==> config.mk <==
export PLATFORM = sky130hd
export DESIGN_NAME = clock_setting_and_digit_scan
export DESIGN_NICKNAME = d
export VERILOG_FILES = /design/src/rtl/core/csds_pkg.sv /design/src/rtl/core/csds_split.sv /design/src/rtl/core/csds_rebuild.sv /design/src/rtl/core/csds_scan.sv /design/src/rtl/core/clock_setting_and_digit_scan.sv
export SDC_FILE = /design/constraint.sdc
export NUM_CORES = 1
export LEC_CHECK = 0
export BUFFER_PORTS_ARGS = -buffer_cell sky130_fd_sc_hd__buf_2
export CORE_UTILIZATION = 62
export DETAILED_ROUTE_END_ITERATION = 8
export PLACE_DENSITY = 0.86
export SLEW_MARGIN = 0
export SYNTH_ARGS = -nofsm -noshare
export SYNTH_HDL_FRONTEND = slang
export SYNTH_SLANG_ARGS = --single-unit
==> constraint.sdc <==
create_clock -name clk -period 6.32 [get_ports clk]
set_input_delay 0.316 -clock clk [delete_from_list [all_inputs] [get_ports clk]]
set_output_delay 0.316 -clock clk [all_outputs]
set_load 0.01 [all_outputs]
==> src/rtl/core/csds_pkg.sv <==
// Shared types, constants and a helper function for the clock setting and digit scan block.
package csds_pkg;

	// time arithmetic
	localparam logic [17:0] DAY_HALF_SECONDS = 18'd172800;
	localparam logic [16:0] HOUR_SECONDS     = 17'd3600;
	localparam logic [11:0] MINUTE_SECONDS   = 12'd60;
	localparam logic [5:0]  HOURS_PER_DAY    = 6'd24;
	localparam logic [5:0]  LAST_MINUTE      = 6'd59;
	localparam logic [5:0]  TEN              = 6'd10;

	// floor(x/3600) for x < 2^17 and floor(x/60) for x < 3600, by reciprocal multiply
	localparam logic [17:0] HOUR_RECIP       = 18'd149131;
	localparam int          HOUR_RECIP_SHIFT = 29;
	localparam logic [12:0] MIN_RECIP        = 13'd4370;
	localparam int          MIN_RECIP_SHIFT  = 18;

	// display codes
	localparam logic [4:0] BLANK_CODE = 5'd20;
	localparam logic [4:0] DOT_OFFSET = 5'd10;

	// digit positions
	localparam int          STORE_DIGITS   = 6;
	localparam int          DIGITS_DEFAULT = 6;
	localparam logic [2:0]  IDX_HOUR_TENS  = 3'd0;
	localparam logic [2:0]  IDX_MIN_ONES   = 3'd3;

	// configuration port
	localparam int   ADDR_W           = 3;
	localparam int   DATA_W           = 32;
	localparam logic REG_SHOW_SECONDS = 1'b0;

	typedef logic [4:0] code_t;
	typedef code_t [STORE_DIGITS-1:0] code_row_t;

	typedef struct packed {
		logic hour;
		logic minute;
		logic second;
	} buttons_t;

	typedef struct packed {
		logic [5:0]  hour;
		logic [5:0]  minute;
		logic [5:0]  second;
		logic [17:0] count;
		buttons_t    buttons;
	} clock_fields_t;

	typedef struct packed {
		logic        changed;
		logic [17:0] count;
		code_row_t   codes;
	} frame_t;

	typedef struct packed {
		logic [2:0] tens;
		logic [3:0] ones;
	} bcd_t;

	// split a value below 64 into tens and ones
	function automatic bcd_t split_tens(input logic [5:0] v);
		bcd_t       r;
		logic [2:0] q;
		logic [5:0] prod;
		q = 3'd0;
		if (v >= 6'd10) q = 3'd1;
		if (v >= 6'd20) q = 3'd2;
		if (v >= 6'd30) q = 3'd3;
		if (v >= 6'd40) q = 3'd4;
		if (v >= 6'd50) q = 3'd5;
		if (v >= 6'd60) q = 3'd6;
		prod   = 6'({3'b000, q} * TEN);
		r.tens = q;
		r.ones = 4'(v - prod);
		return r;
	endfunction

endpackage

==> src/rtl/core/csds_split.sv <==
// Four-stage split of the half-second count into hour, minute and second.
module csds_split (
	input  logic                    clk,
	input  logic                    arst_n,
	input  logic                    in_valid,
	output logic                    in_ready,
	input  logic [17:0]             in_count,
	input  csds_pkg::buttons_t      in_buttons,
	output logic                    out_valid,
	input  logic                    out_ready,
	output csds_pkg::clock_fields_t out_fields
);
	import csds_pkg::*;

	logic valid_s1, valid_s2, valid_s3, valid_s4;
	logic rdy_s1, rdy_s2, rdy_s3, rdy_s4;

	logic [17:0] count_s1, count_s2, count_s3, count_s4;
	buttons_t    btn_s1, btn_s2, btn_s3, btn_s4;
	logic [16:0] half_s2;
	logic [5:0]  hour_s2, hour_s3, hour_s4;
	logic [11:0] rem_s3, rem_s4;
	logic [5:0]  min_s4;

	logic [16:0] half;
	logic [34:0] hour_prod;
	logic [5:0]  hour_est;
	logic [16:0] hour_diff;
	logic [24:0] min_prod;
	logic [5:0]  min_est;
	logic [11:0] sec_diff;

	assign rdy_s4   = !valid_s4 || out_ready;
	assign rdy_s3   = !valid_s3 || rdy_s4;
	assign rdy_s2   = !valid_s2 || rdy_s3;
	assign rdy_s1   = !valid_s1 || rdy_s2;
	assign in_ready = rdy_s1;

	always_ff @(posedge clk or negedge arst_n) begin
		if (!arst_n) begin
			valid_s1 <= 1'b0;
			valid_s2 <= 1'b0;
			valid_s3 <= 1'b0;
			valid_s4 <= 1'b0;
		end else begin
			if (rdy_s1) valid_s1 <= in_valid;
			if (rdy_s2) valid_s2 <= valid_s1;
			if (rdy_s3) valid_s3 <= valid_s2;
			if (rdy_s4) valid_s4 <= valid_s3;
		end
	end

	// hour = floor(half / 3600)
	assign half      = count_s1[17:1];
	assign hour_prod = 35'(half) * 35'(HOUR_RECIP);
	assign hour_est  = hour_prod[HOUR_RECIP_SHIFT +: 6];

	// remainder within the hour
	assign hour_diff = half_s2 - 17'(17'(hour_s2) * HOUR_SECONDS);

	// minute = floor(rem / 60)
	assign min_prod = 25'(rem_s3) * 25'(MIN_RECIP);
	assign min_est  = min_prod[MIN_RECIP_SHIFT +: 6];

	assign sec_diff = rem_s4 - 12'(12'(min_s4) * MINUTE_SECONDS);

	always_ff @(posedge clk) begin
		if (in_valid && rdy_s1) begin
			count_s1 <= in_count;
			btn_s1   <= in_buttons;
		end
		if (valid_s1 && rdy_s2) begin
			count_s2 <= count_s1;
			btn_s2   <= btn_s1;
			half_s2  <= half;
			hour_s2  <= hour_est;
		end
		if (valid_s2 && rdy_s3) begin
			count_s3 <= count_s2;
			btn_s3   <= btn_s2;
			hour_s3  <= hour_s2;
			rem_s3   <= hour_diff[11:0];
		end
		if (valid_s3 && rdy_s4) begin
			count_s4 <= count_s3;
			btn_s4   <= btn_s3;
			hour_s4  <= hour_s3;
			rem_s4   <= rem_s3;
			min_s4   <= min_est;
		end
	end

	assign out_valid          = valid_s4;
	assign out_fields.hour    = hour_s4;
	assign out_fields.minute  = min_s4;
	assign out_fields.second  = sec_diff[5:0];
	assign out_fields.count   = count_s4;
	assign out_fields.buttons = btn_s4;

endmodule

==> src/rtl/core/csds_rebuild.sv <==
// Button handling, count rebuild and digit code generation, two stages.
module csds_rebuild (
	input  logic                    clk,
	input  logic                    arst_n,
	input  logic                    in_valid,
	output logic                    in_ready,
	input  csds_pkg::clock_fields_t in_fields,
	output logic                    out_valid,
	input  logic                    out_ready,
	output csds_pkg::frame_t        out_frame
);
	import csds_pkg::*;

	logic valid_s5, valid_s6;
	logic rdy_s5, rdy_s6;

	logic [5:0]  hour_s5, minute_s5, second_s5;
	logic        changed_s5;
	logic [17:0] count_s5;
	frame_t      frame_s6;

	logic [5:0]  hour_inc, hour_adj, minute_adj, second_adj;
	logic [17:0] total;
	logic [18:0] doubled;
	logic [18:0] wrapped;
	logic [17:0] count_final;
	bcd_t        hour_bcd, minute_bcd, second_bcd;
	code_row_t   codes;

	assign rdy_s6   = !valid_s6 || out_ready;
	assign rdy_s5   = !valid_s5 || rdy_s6;
	assign in_ready = rdy_s5;

	always_ff @(posedge clk or negedge arst_n) begin
		if (!arst_n) begin
			valid_s5 <= 1'b0;
			valid_s6 <= 1'b0;
		end else begin
			if (rdy_s5) valid_s5 <= in_valid;
			if (rdy_s6) valid_s6 <= valid_s5;
		end
	end

	// hour may be out of range (up to 36) when the count is; (h+1) mod 24 still
	// needs only one subtract
	always_comb begin
		hour_inc = in_fields.hour + 6'd1;
		if (hour_inc >= HOURS_PER_DAY) hour_inc = hour_inc - HOURS_PER_DAY;
		hour_adj   = in_fields.buttons.hour ? hour_inc : in_fields.hour;
		minute_adj = in_fields.minute;
		if (in_fields.buttons.minute) begin
			minute_adj = (in_fields.minute == LAST_MINUTE) ? 6'd0 : in_fields.minute + 6'd1;
		end
		second_adj = in_fields.buttons.second ? 6'd0 : in_fields.second;
	end

	// an out of range hour kept as is can push the total past 2^17
	always_comb begin
		total   = 18'(18'(hour_s5) * 18'(HOUR_SECONDS))
		        + 18'(18'(minute_s5) * 18'(MINUTE_SECONDS)) + 18'(second_s5);
		doubled = {total, 1'b0};
		wrapped = doubled;
		if (doubled >= 19'(DAY_HALF_SECONDS)) wrapped = doubled - 19'(DAY_HALF_SECONDS);
		count_final = changed_s5 ? wrapped[17:0] : count_s5;
	end

	assign hour_bcd   = split_tens(hour_s5);
	assign minute_bcd = split_tens(minute_s5);
	assign second_bcd = split_tens(second_s5);

	always_comb begin
		codes[0] = (hour_bcd.tens == 3'd0) ? BLANK_CODE : 5'(hour_bcd.tens);
		codes[1] = 5'(hour_bcd.ones);
		codes[2] = 5'(minute_bcd.tens);
		codes[3] = 5'(minute_bcd.ones);
		codes[4] = 5'(second_bcd.tens);
		codes[5] = 5'(second_bcd.ones);
		// dot on even counts
		if (!count_final[0]) begin
			codes[1] = codes[1] + DOT_OFFSET;
			codes[3] = codes[3] + DOT_OFFSET;
		end
	end

	always_ff @(posedge clk) begin
		if (in_valid && rdy_s5) begin
			hour_s5    <= hour_adj;
			minute_s5  <= minute_adj;
			second_s5  <= second_adj;
			changed_s5 <= in_fields.buttons.hour || in_fields.buttons.minute
			              || in_fields.buttons.second;
			count_s5   <= in_fields.count;
		end
		if (valid_s5 && rdy_s6) begin
			frame_s6.changed <= changed_s5;
			frame_s6.count   <= count_final;
			frame_s6.codes   <= codes;
		end
	end

	assign out_valid = valid_s6;
	assign out_frame = frame_s6;

endmodule

==> src/rtl/core/csds_scan.sv <==
// Stored digit codes, scan pointer and the result register.
module csds_scan #(
	parameter int DIGITS = csds_pkg::DIGITS_DEFAULT
) (
	input  logic             clk,
	input  logic             arst_n,
	input  logic             show_seconds,
	input  logic             in_valid,
	output logic             in_ready,
	input  csds_pkg::frame_t in_frame,
	output logic             out_valid,
	input  logic             out_stall,
	output logic             count_write,
	output logic [17:0]      new_count,
	output logic [2:0]       digit_index,
	output logic [4:0]       digit_code
);
	import csds_pkg::*;

	localparam int IDX_W = $clog2(DIGITS);

	logic [2:0]  ptr_q;
	logic [17:0] last_q;
	code_t       codes_q [DIGITS];

	logic        out_valid_q;
	logic        count_write_q;
	logic [17:0] new_count_q;
	logic [2:0]  digit_index_q;
	code_t       digit_code_q;

	logic       take;
	logic       refresh;
	logic [2:0] ptr_inc;
	logic [2:0] ptr_next;
	code_t      code_sel;

	assign in_ready = !out_valid_q || !out_stall;
	assign take     = in_valid && in_ready;
	assign refresh  = (ptr_q == IDX_HOUR_TENS) && (in_frame.count != last_q);
	assign code_sel = refresh ? in_frame.codes[0] : codes_q[ptr_q[IDX_W-1:0]];

	always_comb begin
		ptr_inc  = ptr_q + 3'd1;
		ptr_next = ptr_inc;
		if ((!show_seconds && ptr_inc > IDX_MIN_ONES) || ptr_inc >= 3'(DIGITS)) ptr_next = 3'd0;
	end

	always_ff @(posedge clk or negedge arst_n) begin
		if (!arst_n) begin
			ptr_q       <= 3'd0;
			last_q      <= '0;
			out_valid_q <= 1'b0;
			for (int i = 0; i < DIGITS; i++) codes_q[i] <= '0;
		end else begin
			if (in_ready) out_valid_q <= in_valid;
			if (take) begin
				ptr_q <= ptr_next;
				if (refresh) begin
					last_q <= in_frame.count;
					for (int i = 0; i < DIGITS; i++) codes_q[i] <= in_frame.codes[i];
				end
			end
		end
	end

	always_ff @(posedge clk) begin
		if (take) begin
			count_write_q <= in_frame.changed;
			new_count_q   <= in_frame.count;
			digit_index_q <= ptr_q;
			digit_code_q  <= code_sel;
		end
	end

	assign out_valid   = out_valid_q;
	assign count_write = count_write_q;
	assign new_count   = new_count_q;
	assign digit_index = digit_index_q;
	assign digit_code  = digit_code_q;

endmodule

==> src/rtl/core/clock_setting_and_digit_scan.sv <==
// Top level: time setting and multiplexed digit scan for a clock display.
//
// One frame is transferred on the time channel (time_valid / time_stall) with the
// half-second count and the three button levels. Each frame yields one result on
// the display channel (disp_valid / disp_stall): the write-back flag and count,
// and the digit index and code to drive this frame.
// Throughput: one frame per cycle while disp_stall is low; the path is a
// seven-register pipeline (four split stages, two rebuild stages, the result
// register). A stalled result holds; stages behind it keep filling, and
// time_stall rises only once every stage holds a frame.
// Reset clears the scan pointer, the last shown count, the stored digit codes
// and all pipeline valids; show_seconds resets to 1.
// Register 0 (byte address 0) is show_seconds: 1 scans all digits, 0 only the
// hour and minute digits. Write it only while the pipeline is empty.
module clock_setting_and_digit_scan #(
	parameter int DIGITS = csds_pkg::DIGITS_DEFAULT
) (
	input  logic                        clk,
	input  logic                        arst_n,
	input  logic                        psel,
	input  logic                        penable,
	input  logic                        pwrite,
	input  logic [csds_pkg::ADDR_W-1:0] paddr,
	input  logic [csds_pkg::DATA_W-1:0] pwdata,
	output logic [csds_pkg::DATA_W-1:0] prdata,
	output logic                        pready,
	input  logic                        time_valid,
	output logic                        time_stall,
	input  logic [17:0]                 time_count,
	input  logic                        hour_button,
	input  logic                        minute_button,
	input  logic                        second_reset_button,
	output logic                        disp_valid,
	input  logic                        disp_stall,
	output logic                        count_write,
	output logic [17:0]                 new_count,
	output logic [2:0]                  digit_index,
	output logic [4:0]                  digit_code
);
	import csds_pkg::*;

	logic show_q;
	logic reg_index;

	buttons_t      buttons;
	logic          split_ready;
	logic          split_valid;
	clock_fields_t split_fields;
	logic          rebuild_ready;
	logic          rebuild_valid;
	frame_t        rebuild_frame;
	logic          scan_ready;

	assign reg_index = paddr[ADDR_W-1];
	assign pready    = 1'b1;
	assign prdata    = (reg_index == REG_SHOW_SECONDS) ? {{(DATA_W-1){1'b0}}, show_q} : '0;

	always_ff @(posedge clk or negedge arst_n) begin
		if (!arst_n) begin
			show_q <= 1'b1;
		end else if (psel && penable && pwrite && pready && reg_index == REG_SHOW_SECONDS) begin
			show_q <= pwdata[0];
		end
	end

	assign buttons.hour   = hour_button;
	assign buttons.minute = minute_button;
	assign buttons.second = second_reset_button;
	assign time_stall     = !split_ready;

	csds_split u_split (
		.clk        (clk),
		.arst_n     (arst_n),
		.in_valid   (time_valid),
		.in_ready   (split_ready),
		.in_count   (time_count),
		.in_buttons (buttons),
		.out_valid  (split_valid),
		.out_ready  (rebuild_ready),
		.out_fields (split_fields)
	);

	csds_rebuild u_rebuild (
		.clk       (clk),
		.arst_n    (arst_n),
		.in_valid  (split_valid),
		.in_ready  (rebuild_ready),
		.in_fields (split_fields),
		.out_valid (rebuild_valid),
		.out_ready (scan_ready),
		.out_frame (rebuild_frame)
	);

	csds_scan #(
		.DIGITS (DIGITS)
	) u_scan (
		.clk          (clk),
		.arst_n       (arst_n),
		.show_seconds (show_q),
		.in_valid     (rebuild_valid),
		.in_ready     (scan_ready),
		.in_frame     (rebuild_frame),
		.out_valid    (disp_valid),
		.out_stall    (disp_stall),
		.count_write  (count_write),
		.new_count    (new_count),
		.digit_index  (digit_index),
		.digit_code   (digit_code)
	);

endmodule

# Yosys cells after proc, flatten, opt, wreduce, memory -nomap -nowiden
# Index checks and enable logic that the tools add are counted.
[totals] ff_bits=300 in_bits=63 word_cells=177 out_inout_bits=62
[op_classes] n_reduce_logical=35 mul=9 bitwise=2 n_mux=33 add_sub_neg=14 eq_ne=2 magnitude_cmp=23
[op_table] operator=">= comparator 6 bit, second input constant" n=9
[op_table] operator=">= comparator 6 x 5 -> 1 bit, second input constant" n=7
[op_table] operator="2-to-1 mux 18 bit" n=2
[op_table] operator="multiplier 17 x 18 -> 35 bit, second input constant" n=1
[op_table] operator="2-to-1 mux 3 bit" n=10
[op_table] operator="2-to-1 mux 6 bit" n=4
[op_table] operator="multiplier 12 x 12 -> 23 bit, second input constant" n=1
[op_table] operator="2-to-1 mux 5 bit" n=4
[op_table] operator=">= comparator 19 x 18 -> 1 bit, second input constant" n=1
[op_table] operator="adder 18 x 12 -> 18 bit" n=1
[op_table] operator="adder 18 x 6 -> 18 bit" n=1
[op_table] operator=">= comparator 6 x 4 -> 1 bit, second input constant" n=3
[op_table] operator="!= test 18 bit" n=1
[op_table] operator="subtractor 18 bit, second input constant" n=1
[op_table] operator="binary-select mux 5 bit (select 3 bit)" n=1
[op_table] operator="multiplier 6 x 8 -> 14 bit, second input constant" n=1
[op_table] operator="adder 6 x 1 -> 6 bit, second input constant" n=2
[op_table] operator="logical AND 1 bit" n=12
[op_table] operator="2-to-1 mux 2 bit" n=6
[op_table] operator="subtractor 12 bit" n=1
[op_table] operator="subtractor 4 bit" n=3
[op_table] operator="adder 4 x 4 -> 5 bit, second input constant" n=2
[op_table] operator="logical NOT 1 bit" n=10
[op_table] operator="logical OR 1 bit" n=10
[op_table] operator="17 further kinds" n=24

# Depth between registers and ports, before layout
# Gate-level depths: netlist of the first run.
[depth] depth_word=11 ltp_mapped=23 mapped_depth_nobuf=21

# Cells and area by module
# From an unflattened synthesis of the first run, not the netlist that was laid out.
[hier_totals] hier_cells=1664 area_unflattened_um2=20210.6
[by_module_without_submodules] mod="csds_split" instances=1 seq_area_each_um2=3643.5 area_each_um2=10103.4 cells_per_inst=821
[by_module_without_submodules] mod="csds_rebuild" instances=1 seq_area_each_um2=2452.4 area_each_um2=6354.8 cells_per_inst=586
[by_module_without_submodules] mod="csds_scan" instances=1 seq_area_each_um2=2112.0 area_each_um2=3445.8 cells_per_inst=218
[by_module_without_submodules] mod="clock_setting_and_digit_scan" instances=1 seq_area_each_um2=26.3 area_each_um2=306.5 cells_per_inst=39

# Worst setup path before layout of the first run
# No wires, ideal clock.
[synth_path] path_kind="reg2reg" start="reg u_rebuild.minute_s5[3]" end="reg u_rebuild.frame_s6 (netlist bit u_rebuild.out_frame[44]), data pin" setup_ns=0.256 synth_period_minus_slack_ns=5.685 n_path_buf=0 stages_incl_launch_ff=22 required_ns=6.064 arrival_time_ns=5.429 slack_ns=0.635 cell_sequence="edfxtp_1 inv_1 fa_1 fa_1 inv_1 ha_1 a21oi_1 o21bai_1 a21oi_1 o21bai_1 a21oi_1 xnor2_1 ha_1 ha_1 o21ai_1 o211ai_1 o211ai_1 or4_2 a21oi_1 a221oi_2 or3_1 a31o_2"
[synth_between] elab_chain_len=6 elab_cells_between_ends=7 cone_classes="add/sub: 3; mul: 1; order compare: 1; mux: 2"
[synth_rtl] element="from (decl)" line="csds_rebuild.sv:17" source="logic [5:0] hour_s5, minute_s5, second_s5;"
[synth_rtl] element="from (signal assigned)" line="csds_rebuild.sv:88" source="minute_s5 <= minute_adj;"
[synth_rtl] element="multiplier 6 x 4 -> 10 bit *" line="csds_rebuild.sv:60" source="+ 18'(18'(minute_s5) * 18'(MINUTE_SECONDS)) + 18'(second_s5);"
[synth_rtl] element="adder 18 x 12 -> 18 bit *" line="csds_rebuild.sv:60"
[synth_rtl] element="adder 18 x 6 -> 18 bit *" line="csds_rebuild.sv:60"
[synth_rtl] element="subtractor 18 bit or >= comparator 19 x 18 -> 1 bit (tied branches)" line="csds_rebuild.sv:63" source="if (doubled >= 19'(DAY_HALF_SECONDS)) wrapped = doubled - 19'(DAY_HALF_SECONDS);"
[synth_rtl] element="2-to-1 mux 18 bit *" line="csds_rebuild.sv:63"
[synth_rtl] element="2-to-1 mux 18 bit *" line="csds_rebuild.sv:64" source="count_final = changed_s5 ? wrapped[17:0] : count_s5;"
[synth_rtl] element="net u_rebuild.count_final[14]" line="csds_rebuild.sv:26" source="logic [17:0] count_final;"
[synth_rtl] element="to (decl)" line="csds_rebuild.sv:20" source="frame_t frame_s6;"
# The timed path passes the listed nets; every way through them passes the cells marked *.
# A chain may end at the register's enable or synchronous reset.

# Worst setup path after layout of the first run
[layout_path] start="reg u_rebuild.minute_s5[1]" end="reg u_rebuild.frame_s6 (netlist bit u_rebuild.out_frame[44]), data pin"
# Same word-level chain as after synthesis.

==> results of run 1 <==
## critical path, cell delays in order, from the launching register on
cell and delay, ps:
edfxtp_1 480, buf_4 190, fa_1 540, fa_1 440
ha_1 300, a21o_1 170, a21oi_2 180, o21bai_1 80
a21oi_1 220, o21bai_1 90, a21oi_1 190, xnor2_1 150
ha_1 250, ha_1 390, nand4_1 180, o211ai_1 150
o211ai_1 160, or4_2 620, a21oi_2 230, a221oi_4 110
or3_1 380, a31o_2 240
## cells in the final DEF, fill, tap and decap left out, types with 15 or more instances in the layout
cell type,netlist,final
clkbuf_16,0,29
nor2_1,47,47
conb_1,2,32
xnor2_1,65,64
ha_1,319,319
mux2_2,52,52
fa_1,98,98
buf_4,32,16
xor2_1,19,19
dlygate4sd3_1,0,24
o21ai_0,39,38
nand4_1,15,15
inv_1,233,233
nand2_1,53,52
nand3_1,19,19
a21o_1,22,22
edfxtp_1,225,225
a21oi_1,58,56
dfrtp_1,52,52
buf_2,1,59
## sequential cells by signal, indices dropped and copies added, names as in the netlist, 5 cells and up
name                 cells
u_scan.last_q           18
u_split.rem_s3          12
u_rebuild.minute_s5      6
u_rebuild.second_s5      6
u_split.hour_s3          6
u_split.min_s4           6
u_split.hour_s4          6
u_split.rem_s4           6
u_scan.codes_q          24
u_split.count_s1        18
u_split.count_s3        14
u_split.hour_s2          6
u_rebuild.out_frame     43
u_scan.new_count        18
u_split.count_s4        14
u_scan.digit_code        5
u_rebuild.count_s5      18
u_split.count_s2         7
u_rebuild.hour_s5        6
u_split.half_s2         11
## cells by family after synthesis
family | after synthesis | synth area share, %
adders and majority gates | 418 | 30.9
buffers and inverters | 283 | 6.29
DFF | 278 | 41.9
and+or+nand+nor | 211 | 5.55
AOI/OAI and AO/OA | 209 | 7.16
xor gates and xnor gates | 86 | 4.03
muxes | 68 | 4.06
other | 2 | 0.0390
## routing by layer
layer / vias up / track usage [%] / share of wire, %
li1: 5624 / - / -
met2: 256 / 45.3 / 53
met3: 62 / 2.66 / 3.7
met4: 0 / 7.80 / 2.8
met5: - / 0 / 0
met1: 5734 / 27.5 / 40
## worst min-delay path by stage
stage	start	to	slack (ps)
after detailed placement	u_split.count_s4[8]$_DFFE_PP_	u_rebuild.count_s5[8]$_DFFE_PP_	410
after CTS	disp_stall	u_scan.out_valid$_DFFE_PN0P_	40
after global routing	disp_stall	u_scan.out_valid$_DFFE_PN0P_	80
after floorplan	arst_n	u_rebuild.out_valid$_DFFE_PN0P_	20
final	disp_stall	u_scan.out_valid$_DFFE_PN0P_	60
after global placement	u_split.count_s2[13]$_DFFE_PP_	u_split.count_s3[13]$_DFFE_PP_	400
## through the flow
stage          instance area, um^2  util, %  setup WS [ps]  instances  setup TNS, ps
2_1_floorplan                19400        -            635       1585              0
3_3_place_gp                 19900     65.2            444       2003              0
3_5_place_dp                 19900     65.2            215       2003              0
4_1_cts                      21100     69.0            180       2081              0
5_1_grt                      21200     69.2          -63.9       2085          -91.0
6_report                     21200     69.2            330       2085              0
## final cells by class
cell class / instances / area [um^2]
clock buffers: 38 / 779
flip-flops and latches: 278 / 8080
inverters: 234 / 878
repair buffers: 99 / 656
multi-input cells: 1024 / 10100
clock inverters: 16 / 145
well taps: 396 / 495
fillers: 2047 / 9410
## what timing repair did
action                                 CTS  global route
resized for setup                        0             9
endpoints found under the hold margin   75             0
hold buffers                            24             0
setup endpoints to repair                0             8
buffers inserted                         0             4
==> impl_metrics.ini, run 1 <==
[outcome]
outcome = completed

[worst_setup_path]
crit_path_end = u_rebuild.out_frame[44]$_DFFE_PP_
critPathKind = reg2reg
r2r_start = u_rebuild.minute_s5[1]$_DFFE_PP_
start_kind = flop
end_kind = flop
worstPathArrival_ps = 6290
regToRegEndpoint = u_rebuild.out_frame[44]$_DFFE_PP_
crit_fanout = 7
rr_worst_depth = 21
cp-startpoint = u_rebuild.minute_s5[1]$_DFFE_PP_
crit_required_ps = 6620
ff2ff_setup_slack_ps = 330

[cts]
clk_pin_slew_ps = 70
clockRootBuffer = clkbuf_16
clock_path_buffers = 3
htreeDepth = 1
tritoncts = built
numCtsBuffers = 29
clock-sinks = 278
clk_latency_ps = 550

[drt]
antenna_left = 0
dr_total_vias = 11676
vias_per_cell = 5.60
drc = 0
drt_pass1_iterations = 5
routed_wl_um = 36300
drt_iter0_drc = 674
post_drt_wl_per_cell_um = 17.4

[cells_and_area]
final_nets = 2146
syn2layout_area_growth_pct = 9.84
antenna_cells = 0
drive_gt1_share_pct = 12.0

[logic_synthesis]
yosys_most_used_dff = edfxtp_1
synth_edf_count = 225
ys_types = 77
synthMostInstantiatedCell = ha_1
synth_area_leaders = edfxtp_1, ha_1, fa_1
synth.top_cells.by_count = ha_1, inv_1, edfxtp_1, fa_1, xnor2_1
synth_cells = 1555
avgSynthCellArea_um2 = 12.4
yosysSeqAreaShare_pct = 41.9
postSynth.asyncResetShare_pct = 19.1
netlist_area_mm2 = 0.0193
synth_top_cell_by_area = edfxtp_1
ys_ff_latch = 278
synth_top_area_share_pct = 35.0
yosysWarningCount = 0

[timing]
max_freq_ghz = 0.167
holdWs_ps = 62.1
max_slew_margin_pct = 14.7
finalCritPeriodShare_pct = 94.8
hold_viol = 0
slew_violations = 0
tightestPinTransition_ps = 1280
fin_crit_ps = 5990
setup_viol = 0
clock_skew_ps = 10.6

[global_route]
antenna_found_initial = 0
grt_max_degree = 54
grt_pass1_wl_um = 59300
grt_pass1_vias = 12323
grt_overflow_total = 0
track_usage_pct = 23.8

[placed_design]
hpwl_um = 27800
port_buffers = 59
place_congestion = 0.910

[floorplanning]
die_h_um = 178
die_area_mm2 = 0.0318
initial_utilization_pct = 63.0
rows = 64
die_x_um = 178
pin_count = 125
core_area_mm2 = 0.0306

[job]
drv_cap = 0

[min_path]
hold_depth = 3
hp-class = in2reg
Power of run 1 is left out: the tool's default activity adds up to more than one toggle a clock period on the data nets, which glitch-free logic cannot reach.
==> inputs of run 2 (changes only) <==
Settings changed: CTS_BUF_LIST set to sky130_fd_sc_hd__clkbuf_4 sky130_fd_sc_hd__clkbuf_8 sky130_fd_sc_hd__clkbuf_16.
==> run 2 against run 1 <==
Global-route usage up 0.13 points; core utilization up 0.086 points; wire length grew 0.49%; final cell count did not move; via count up 0.19%; sequential cell count did not move; first-iteration DRC count increased by 4.6%; count of clock-buffer cells in the layout stayed put; fmax increased by 0.20%; setup slack better by 12 ps; worst hold slack about the same.
==> impl_metrics.ini, run 2 (synthesis results as in run 1) <==
[outcome]
outcome = completed

[global_route]
grt_pass1_wl_um = 59600
track_usage_pct = 23.9
grt_pass1_vias = 12377
grt_max_degree = 54
grt_overflow_total = 0
antenna_found_initial = 0

[timing]
fin_crit_ps = 5980
slew_violations = 0
max_slew_margin_pct = 15.3
clock_skew_ps = 11.4
tightestPinTransition_ps = 1270
setup_viol = 0
finalCritPeriodShare_pct = 94.6
max_freq_ghz = 0.167
holdWs_ps = 62.3
hold_viol = 0

[cells_and_area]
final.fill_count = 2051
postLayoutCoreUtil_pct = 69.3
final_nets = 2146
largest_register_ff_count = 43
final_cell_mix = ha_1, inv_1, edfxtp_1
design_area_mm2 = 0.0212
syn2layout_area_growth_pct = 9.98
antenna_cells = 0
final_common_cell = ha_1
drive_gt1_share_pct = 12.4

[cts]
clock-sinks = 278
clk_pin_slew_ps = 70
numCtsBuffers = 29
htreeDepth = 1
clk_latency_ps = 550
tritoncts = built
clock_path_buffers = 3
clockRootBuffer = clkbuf_16

[floorplanning]
die_area_mm2 = 0.0318
rows = 64
die_h_um = 178
initial_utilization_pct = 63.0
pin_count = 125
core_area_mm2 = 0.0306
die_x_um = 178

[worst_setup_path]
crit_path_end = u_rebuild.out_frame[46]$_DFFE_PP_
path_depth = 20
rr_worst_depth = 20
crit_required_ps = 6610
crit_slowest_cell = a2111oi_1
critical-path-top-delay-family = compound AO/OA/AOI/OAI gates
crit_path_max_incr_delay_ps = 630
r2r_start = u_rebuild.minute_s5[1]$_DFFE_PP_
cp-startpoint = u_rebuild.minute_s5[1]$_DFFE_PP_
critPathKind = reg2reg
end_kind = flop
critPathMostFrequentCell = ha_1
ff2ff_setup_slack_ps = 340
regToRegEndpoint = u_rebuild.out_frame[46]$_DFFE_PP_
start_kind = flop
path_buf_inv = 1
crit_path_cell_trace = buf_4 > fa_1 > fa_1 > ha_1 > a21o_1 > a21oi_2 > o21bai_1 > a21oi_1 > o21bai_1 > a21oi_1 > xnor2_1 > ha_1 > ha_1 > a2111oi_0 > mux2i_1 > a2111oi_1 > o21ai_0 > nand4_1 > o21ai_0 > a311o_2
crit_fanout = 6
worstPathArrival_ps = 6270

[drt]
routed_wl_um = 36500
post_drt_wl_per_cell_um = 17.5
dr_total_vias = 11698
drt_pass1_iterations = 5
drc = 0
drt_iter0_drc = 705
antenna_left = 0
vias_per_cell = 5.61

[placed_design]
place_congestion = 0.910
hpwl_um = 27800
dpl_cell_area_mm2 = 0.0199
port_buffers = 59

[min_path]
hp-class = in2reg

[job]
drv_cap = 0
[run 2: cell type report]
| cell class | count | area [um^2] | share of cell area, % |
|---|---|---|---|
| timing repair buffer | 99 | 656 | 3.09 |
| clock inverter | 16 | 145 | 0.684 |
| sequential | 278 | 8080 | 38.1 |
| multi-input combinational | 1024 | 10100 | 47.8 |
| tap | 396 | 495 | 2.34 |
| inverter | 234 | 878 | 4.14 |
| clock buffer | 38 | 806 | 3.80 |
[run 2: worst min-delay path by stage]
stage | startpoint | endpoint | depth (start not counted)
floorplan | arst_n | u_rebuild.out_valid$_DFFE_PN0P_ | 0
global placement | u_split.count_s2[13]$_DFFE_PP_ | u_split.count_s3[13]$_DFFE_PP_ | 0
detailed placement | u_split.count_s4[8]$_DFFE_PP_ | u_rebuild.count_s5[8]$_DFFE_PP_ | 0
CTS | disp_stall | u_scan.out_valid$_DFFE_PN0P_ | 3
global route | disp_stall | u_scan.out_valid$_DFFE_PN0P_ | 3
finish | disp_stall | u_scan.out_valid$_DFFE_PN0P_ | 3
[run 2: repair_timing]
item                                    in CTS  in global routing
endpoints found under the setup margin       0                  8
hold buffers                                24                  0
endpoints found under the hold margin       75                  0
setup buffers                                0                  4
resized for setup                            0                  9
[run 2: worst min-delay path: stages]
cell and delay [ps]:
buf_2 110, nand2_1 70, nand2b_1 70
[run 2: routing by layer]
metal | part of all wire [%] | GRT usage (%) | vias up
li1 | - | - | 5624
met1 | 40 | 27.7 | 5752
met2 | 53 | 45.5 | 256
met3 | 3.6 | 2.56 | 66
met4 | 2.9 | 7.91 | 0
met5 | 0 | 0 | -
[run 2: per-stage QoR]
stage               cells  setup WS [ps]  TNS [ps]
floorplan            1585            635         0
global placement     2003            444         0
detailed placement   2003            215         0
CTS                  2081            180         0
global route         2085          -63.7     -90.7
finish               2085            342         0
Power of run 2 is left out for the same reason.
==> inputs of run 3 (changes only) <==
--- a/config.mk
+++ b/config.mk
@@ -8,6 +8,6 @@
 export BUFFER_PORTS_ARGS = -buffer_cell sky130_fd_sc_hd__buf_2
-export CORE_UTILIZATION = 62
+export CORE_UTILIZATION = 60
 export CTS_BUF_LIST = sky130_fd_sc_hd__clkbuf_4 sky130_fd_sc_hd__clkbuf_8 sky130_fd_sc_hd__clkbuf_16
 export DETAILED_ROUTE_END_ITERATION = 8
-export PLACE_DENSITY = 0.86
+export PLACE_DENSITY = 0.84
 export SLEW_MARGIN = 0
==> constraint.sdc (replaced) <==
create_clock -name clk -period 6.32 [get_ports clk]
set_input_delay 0.948 -clock clk [delete_from_list [all_inputs] [get_ports clk]]
set_output_delay 0.948 -clock clk [all_outputs]
set_load 0.01 [all_outputs]
==> run 3 against run 2 <==
First-iteration DRC count shrank 39%; via count is 0.45% lower; cell area is 1.1% lower.
==> impl_metrics.ini, run 3 (synthesis results as in run 1) <==
[outcome]
outcome = completed

[drt]
antenna_left = 0
vias_per_cell = 5.63
drt_iter0_drc = 431
post_drt_wl_per_cell_um = 17.3
dr_total_vias = 11645
routed_wl_um = 35700
drc = 0
drt_pass1_iterations = 5

[global_route]
grt_max_degree = 54
grt_pass1_vias = 12110
grt_pass1_wl_um = 58400
antenna_found_initial = 0
track_usage_pct = 22.2
grt_overflow_total = 0

[worst_setup_path]
crit_path_max_incr_delay_ps = 650
path_buf_inv = 2
crit_required_ps = 6620
critPathMostFrequentCell = ha_1
crit_slowest_cell = or4_2
crit_path_cell_trace = inv_1 > fa_1 > fa_1 > inv_1 > ha_1 > a21oi_2 > o21bai_1 > a21oi_2 > o21bai_1 > a21oi_1 > xnor2_1 > ha_1 > ha_1 > o21ai_1 > o211ai_1 > o211ai_1 > or4_2 > a21oi_4 > a221oi_2 > or3_1 > a31o_2
crit_fanout = 6
worstPathArrival_ps = 6350
start_kind = flop
critPathKind = reg2reg
end_kind = flop
critical-path-top-delay-family = adder cells

[floorplanning]
die_x_um = 181
pin_count = 125
die_area_mm2 = 0.0329
initial_utilization_pct = 61.1
die_h_um = 181
rows = 65
core_area_mm2 = 0.0316

[timing]
max_freq_ghz = 0.165
holdWs_ps = 412
finalCritPeriodShare_pct = 95.8
setup_viol = 0
fin_crit_ps = 6050
hold_viol = 0
max_slew_margin_pct = 29.2
tightestPinTransition_ps = 1060
clock_skew_ps = 8.88
finalSetupTns_ps = 0
slew_violations = 0

[cts]
clock_path_buffers = 3
htreeDepth = 1
clk_latency_ps = 550
clockRootBuffer = clkbuf_16
numCtsBuffers = 28
clock-sinks = 278
tritoncts = built
clk_pin_slew_ps = 60

[placed_design]
dp_cells = 2013
port_buffers = 59
hpwl_um = 27600
place_congestion = 0.858

[cells_and_area]
syn2layout_area_growth_pct = 8.81
drive_gt1_share_pct = 12.8
final_nets = 2125
final_cell_mix = ha_1, inv_1, edfxtp_1
largest_register_ff_count = 43
instances_no_fill = 2069
final_common_cell = ha_1
antenna_cells = 0
final.fill_count = 2246

[job]
drv_cap = 0

[min_path]
hp-class = reg2reg
[run 3: area by class of cell]
class / count / area, um^2 / area share (%)
Clock buffer: 36 / 803 / 3.83
Clock inverter: 16 / 118 / 0.561
Timing Repair Buffer: 78 / 438 / 2.09
Tap cell: 402 / 503 / 2.40
Inverter: 234 / 878 / 4.19
Sequential cell: 278 / 8080 / 38.5
Multi-Input combinational cell: 1025 / 10200 / 48.4
[run 3: worst paths after layout]
| check | from | endpoint | slack (ps) | cells after the start |
|---|---|---|---|---|
| max in group asynchronous | arst_n | u_split.valid_s3$_DFFE_PN0P_ | 5310 | 2 |
| min in group asynchronous | arst_n | u_scan.last_q[8]$_DFFE_PN0P_ | 520 | 2 |
| min reg2reg | u_split.count_s4[0]$_DFFE_PP_ | u_rebuild.count_s5[0]$_DFFE_PP_ | 410 | 0 |
| min | u_split.count_s4[0]$_DFFE_PP_ | u_rebuild.count_s5[0]$_DFFE_PP_ | 410 | 0 |
| max | u_rebuild.minute_s5[1]$_DFFE_PP_ | u_rebuild.out_frame[44]$_DFFE_PP_ | 270 | 21 |
| max reg2reg | u_rebuild.minute_s5[1]$_DFFE_PP_ | u_rebuild.out_frame[44]$_DFFE_PP_ | 270 | 21 |
[run 3: timing repair]
item,in CTS,in global routing
hold buffers,0,0
cloned,0,1
hold endpoints to repair,0,0
resized for setup,1,9
pin swaps,0,1
endpoints found under the setup margin,1,8
buffers inserted,0,3
[run 3: routing by layer]
layer / wire (um) / GRT usage (%) / vias to the layer above
li1: - / - / 5590
met1: 14100 / 25.0 / 5712
met2: 19200 / 42.5 / 248
met3: 1090 / 2.58 / 95
met4: 1360 / 8.58 / 0
met5: 0 / 0 / -
[run 3: metrics by stage]
| step | area (um^2) | worst slack [ps] | util [%] |
|---|---|---|---|
| 6_report | 21000 | 266 | 66.5 |
| 5_1_grt | 21000 | -44.5 | 66.5 |
| 4_1_cts | 20900 | 124 | 66.3 |
| 3_5_place_dp | 20000 | -46.7 | 63.3 |
| 3_3_place_gp | 20000 | 172 | 63.3 |
| 2_1_floorplan | 19400 | 635 | - |
Power of run 3 is left out for the same reason.
